$ cat src/design/dstwr_div_cell.sv
// ----------------------------------------------------------------------------
// Divider cell
// STEPS restoring division steps per cell; the numerator/quotient shifts left
// through the cell and the partial remainder moves on to the next cell.
// ----------------------------------------------------------------------------
module dstwr_div_cell #(
    parameter int unsigned NUM_BITS = 112,
    parameter int unsigned DEN_BITS = 43,
    parameter int unsigned STEPS    = 8
) (
    input  logic                i_clk,
    input  logic                i_rst_n,
    input  logic                i_valid,
    input  logic                i_ok,
    input  logic [1:0]          i_status,
    input  logic [NUM_BITS-1:0] i_num,
    input  logic [DEN_BITS:0]   i_rem,
    input  logic [DEN_BITS-1:0] i_den,
    output logic                o_valid,
    output logic                o_ok,
    output logic [1:0]          o_status,
    output logic [NUM_BITS-1:0] o_num,
    output logic [DEN_BITS:0]   o_rem,
    output logic [DEN_BITS-1:0] o_den
);

    logic [NUM_BITS-1:0] n_num;
    logic [DEN_BITS:0]   n_rem;
    logic [DEN_BITS+1:0] w_trial;

    always_comb begin
        n_num = i_num;
        n_rem = i_rem;
        w_trial = '0;
        for (int k = 0; k < STEPS; k++) begin
            w_trial = {n_rem, n_num[NUM_BITS-1]};
            n_num   = {n_num[NUM_BITS-2:0], 1'b0};
            if (w_trial >= {2'b00, i_den}) begin
                w_trial = w_trial - {2'b00, i_den};
                n_num[0] = 1'b1;
            end
            n_rem = w_trial[DEN_BITS:0];
        end
    end

    always_ff @(posedge i_clk) begin
        if (!i_rst_n) begin
            o_valid <= 1'b0;
        end else begin
            o_valid <= i_valid;
        end
        o_ok     <= i_ok;
        o_status <= i_status;
        o_num    <= n_num;
        o_rem    <= n_rem;
        o_den    <= i_den;
    end

endmodule

$ cat config.mk
export PLATFORM = sky130hd
export DESIGN_NAME = dstwr_div_cell
export DESIGN_NICKNAME = d
export VERILOG_FILES = /design/src/design/dstwr_div_cell.sv
export SDC_FILE = /design/constraint.sdc
export NUM_CORES = 1
export LEC_CHECK = 0
export BUFFER_PORTS_ARGS = -buffer_cell sky130_fd_sc_hd__buf_2
export CORE_MARGIN = 2
export CORE_UTILIZATION = 35
export DETAILED_ROUTE_END_ITERATION = 7
export GPL_TIMING_DRIVEN = 0
export PLACE_DENSITY = 0.62
export SYNTH_ARGS = -nofsm -noshare
export SYNTH_HDL_FRONTEND = slang
export SYNTH_SLANG_ARGS = --single-unit
$ cat constraint.sdc
create_clock -name i_clk -period 42.8 [get_ports i_clk]
set_input_delay 6.42 -clock i_clk [delete_from_list [all_inputs] [get_ports i_clk]]
set_output_delay 6.42 -clock i_clk [all_outputs]
set_load 0.1 [all_outputs]
==> results.txt <==
The number of global-route vias before repair was 24,870. The flop and latch count out of synthesis is 203. The number of cells traversed by the worst hold path is 1. The number of nets with antenna violations after routing came out at 0. The global placer's final weighted congestion is 0.9636. The total CTS buffers came out at 23. Setup violations remaining at the end of the flow were counted as 0. The total of fill cells in the finished design came out at 7,730. STA classifies the critical path endpoint as a register. The proportion of synthesized chip area in sequential cells is 15.31%. The required time at the endpoint of the critical path is 43.27 ns. TritonCTS built the clock tree. The count of different cell masters after synthesis came out at 95.

The number of max-slew violations in the final report is 0. The average wire per standard cell came out at 19.46 um. In the global route stage, overall resource usage came out at 22.65%. The arrival time at the worst endpoint came out at 40.86 ns. For met3 alone, demand over resource in global routing was 2.886%. From synthesis to final layout, the design area changed by 15.64%.

The count of unresolved DRC violations after routing is 0. The critical path's top delay family is compound AO/OA/AOI/OAI gates. The number of buffers and inverters on the critical path came out at 26. The initial standard-cell utilization of the core is 35.53%. The total length of routed wires is 93.35 mm.

The number of standard cells after synthesis is 3,375. The worst hold margin came out at 5.920 ns. The initial antenna violation count came out at 1. Of all nets on the critical path, the largest fanout is 15. The share of the core filled with cells is 41.09%.

The number of levels in the clock H-tree came out at 1. The part of the cycle the worst path needs is 94.37%. The met2 track utilization from global routing came out at 39.58%. The worst hold path begins at i_num[75]. Detailed placement finished with a half-perimeter wire length of 78.85 mm. The net count after synthesis is 3,932.

The tightest min-delay check is of the primary input to register type. The flow ran to the end, and the final reports show no timing, DRC or antenna violations. In this run, synthesis inferred 0 flip-flops with an integrated enable.

The TritonCTS sink count came out at 203. The max-cap check violation count came out at 0. During synthesis, Yosys emitted a total of 0 warnings. The number of nets in the layout is 4,368. The post-CTS clock slew at the launch and capture registers of the worst setup and hold paths is 0.06 ns. The total of buffers placed on input and output ports is 407. The startpoint type of the worst setup path is a primary input. The worst setup path category is primary input to register. The global routing stage identified its most utilized layer as met2.

The fraction of synthesis flops using an asynchronous set or reset pin is 0%. The area occupied by multi-input gates is 21,410 um2. The floorplan die height is 279.4 um. The residual overflow from global routing is 0. At the pin with the least slew margin, the transition time is 0.9090 ns. The number of placement rows is 100.

The routed layout has 26,670 vias. In this run the horizontal extent of the chip is 279.4 um. The first global-routing pass estimated 138.9 mm of wire. The average size of a mapped cell came out at 7.863 um2. The post-synthesis instance area came out at 26,540 um2. The cell type of the slowest stage on the worst timing path is sky130_fd_sc_hd__inv_1. The worst hold path terminates at o_num[83]. In this run the count of I/O pins placed on the die edge is 408. The maximum clock rate came out at 0.02476 GHz.

The die footprint came out at 78,040 um2. The proportion of layout cells with a drive suffix above 1 is 19.81%. The maximum number of pins on one net before global-route repair is 16. The worst path needs 40.39 ns of the cycle, external delays included. The tree is rooted in a sky130_fd_sc_hd__clkbuf_16.

The final number of hold-violating endpoints came to 0. The first-pass detailed-route iteration total came out at 8. The floorplan step defined a core boundary enclosing 74,700 um2.

The normalized max-slew margin is 39.33%. The met1 demand-to-capacity share in global routing is 28.53%. The worst stage delay on the critical path is 0.66 ns. Using the TritonRoute via totals, the vias-per-cell ratio works out to 5.560.

The prevailing post-synth register cell is sky130_fd_sc_hd__dfxtp_1. The deepest clock path buffer count came out at 3. The register cell area after layout is 4064 um2. The iteration-0 DRC count of the detailed router came out at 1,918.
[cells in the final DEF (no fill, tap or decap), types with 33 or more instances in the layout]
master / n
sky130_fd_sc_hd__buf_2: 427
sky130_fd_sc_hd__a21oi_1: 369
sky130_fd_sc_hd__ha_1: 344
sky130_fd_sc_hd__nor2_1: 243
sky130_fd_sc_hd__nand2_1: 232
sky130_fd_sc_hd__dfxtp_1: 203
sky130_fd_sc_hd__xnor2_1: 199
sky130_fd_sc_hd__o21ai_0: 189
sky130_fd_sc_hd__a21o_1: 184
sky130_fd_sc_hd__mux2_2: 178
sky130_fd_sc_hd__inv_1: 161
sky130_fd_sc_hd__xor2_1: 103
sky130_fd_sc_hd__clkbuf_1: 73
sky130_fd_sc_hd__nand4_1: 72
sky130_fd_sc_hd__nand3_1: 68
sky130_fd_sc_hd__o21bai_1: 66
sky130_fd_sc_hd__o21a_1: 54
sky130_fd_sc_hd__nor3_1: 50
sky130_fd_sc_hd__nand2b_1: 47
sky130_fd_sc_hd__nor2b_1: 35
sky130_fd_sc_hd__a31oi_1: 33
[cell families (layout without fill, tap and decap cells)]
| kind of cell | after synthesis | count (layout) | share of synthesized area, % |
|---|---|---|---|
| compound gates | 1107 | 1107 | 26.73 |
| simple gates | 903 | 903 | 16.80 |
| fa+ha+maj | 352 | 352 | 16.82 |
| xor+xnor | 302 | 302 | 9.967 |
| buf+inv | 276 | 728 | 4.144 |
| mux | 232 | 232 | 10.23 |
| flops | 203 | 203 | 15.31 |
| other cells | 0 | 1 | 0 |
[metrics by stage]
| step | cell area, um2 | std cells | setup WS [ns] | setup TNS, ns |
|---|---|---|---|---|
| after floorplan | 26540 | 3375 | 9.289 | 0 |
| after global placement | 29790 | 4751 | -1.062 | -42.75 |
| after detailed placement | 29790 | 4751 | -1.190 | -48.74 |
| after CTS | 30620 | 4794 | 0.1722 | 0 |
| after global routing | 30690 | 4796 | -0.009234 | -0.02069 |
| final | 30690 | 4797 | 2.410 | 0 |
[final cells by class]
cell class,count,share of cell area (%)
timing repair buffer,411,6.776
clock inverter,9,0.4729
clock buffer,32,2.116
antenna,1,0.008154
sequential,203,13.24
tap,969,3.951
multi-input combinational,2896,69.78
inverter,165,2.038
buffer,111,1.619
[how the worst max path moves through the flow]
| stage | slack [ns] | startpoint | depth (start not counted) | endpoint |
|---|---|---|---|---|
| after floorplan | 9.29 | i_den[1] | 129 | o_rem[10] |
| after global placement | -1.06 | i_den[1] | 134 | o_rem[41] |
| after detailed placement | -1.19 | i_den[24] | 135 | o_rem[41] |
| after CTS | 0.17 | i_den[24] | 135 | o_rem[40] |
| after global routing | -0.009 | i_den[24] | 136 | o_rem[40] |
| final | 2.41 | i_den[1] | 133 | o_rem[41] |
[cells in the mapped netlist (all sizes together) (7+ instances only)]
| cell | number | share of area (%) |
|---|---|---|
| a21o | 185 | 5.2 |
| o221ai | 11 | 0.39 |
| a41oi | 10 | 0.36 |
| and2 | 19 | 0.46 |
| a221oi | 9 | 0.30 |
| mux2i | 15 | 0.57 |
| nand2b | 47 | 1.1 |
| nor3 | 53 | 1.1 |
| xnor2 | 199 | 6.6 |
| a211oi | 23 | 0.65 |
| a31oi | 33 | 0.78 |
| a221o | 7 | 0.26 |
| o21ai | 198 | 3.7 |
| mux2 | 217 | 9.7 |
| nand2 | 235 | 3.4 |
| ha | 344 | 16 |
| nand4 | 72 | 1.7 |
| dfxtp | 203 | 15 |
| o31a | 9 | 0.30 |
| o31ai | 21 | 0.59 |
| or3 | 20 | 0.47 |
| o21bai | 66 | 1.9 |
| clkbuf | 80 | 1.1 |
| and3 | 32 | 0.75 |
| o211ai | 24 | 0.68 |
| a211o | 12 | 0.40 |
| nor2b | 35 | 0.83 |
| xor2 | 103 | 3.4 |
| nand3 | 68 | 1.3 |
| and4 | 10 | 0.33 |
| nor2 | 244 | 3.5 |
| o211a | 7 | 0.26 |
| buf | 31 | 0.67 |
| fa | 8 | 0.60 |
| a21oi | 370 | 7.0 |
| nor4 | 20 | 0.53 |
| or2 | 19 | 0.45 |
| a2111oi | 7 | 0.30 |
| nand3b | 7 | 0.20 |
| inv | 163 | 2.3 |
| a21boi | 15 | 0.42 |
| o21a | 54 | 1.5 |
| a31o | 9 | 0.30 |
[metal layers]
layer,vias up,wire length [um]
met4,0,3394
met3,176,6367
met2,965,43640
li1,13290,-
met5,-,0
met1,12240,39950
[sequential cells by signal, summed over array words and instances, names as in the netlist]
name      count
o_valid       1
o_num       112
o_status      2
o_rem        44
o_den        43
o_ok          1
[timing repair]
action	4_1_cts	5_1_grt
setup endpoints to repair	44	45
gates resized for setup	3	35
pin swaps	1	1
gates cloned	0	0
hold buffers	0	0
buffers inserted	2	2
Power is not shown: default switching activity piles up to over one toggle a cycle in this logic, so the estimate is an artifact.
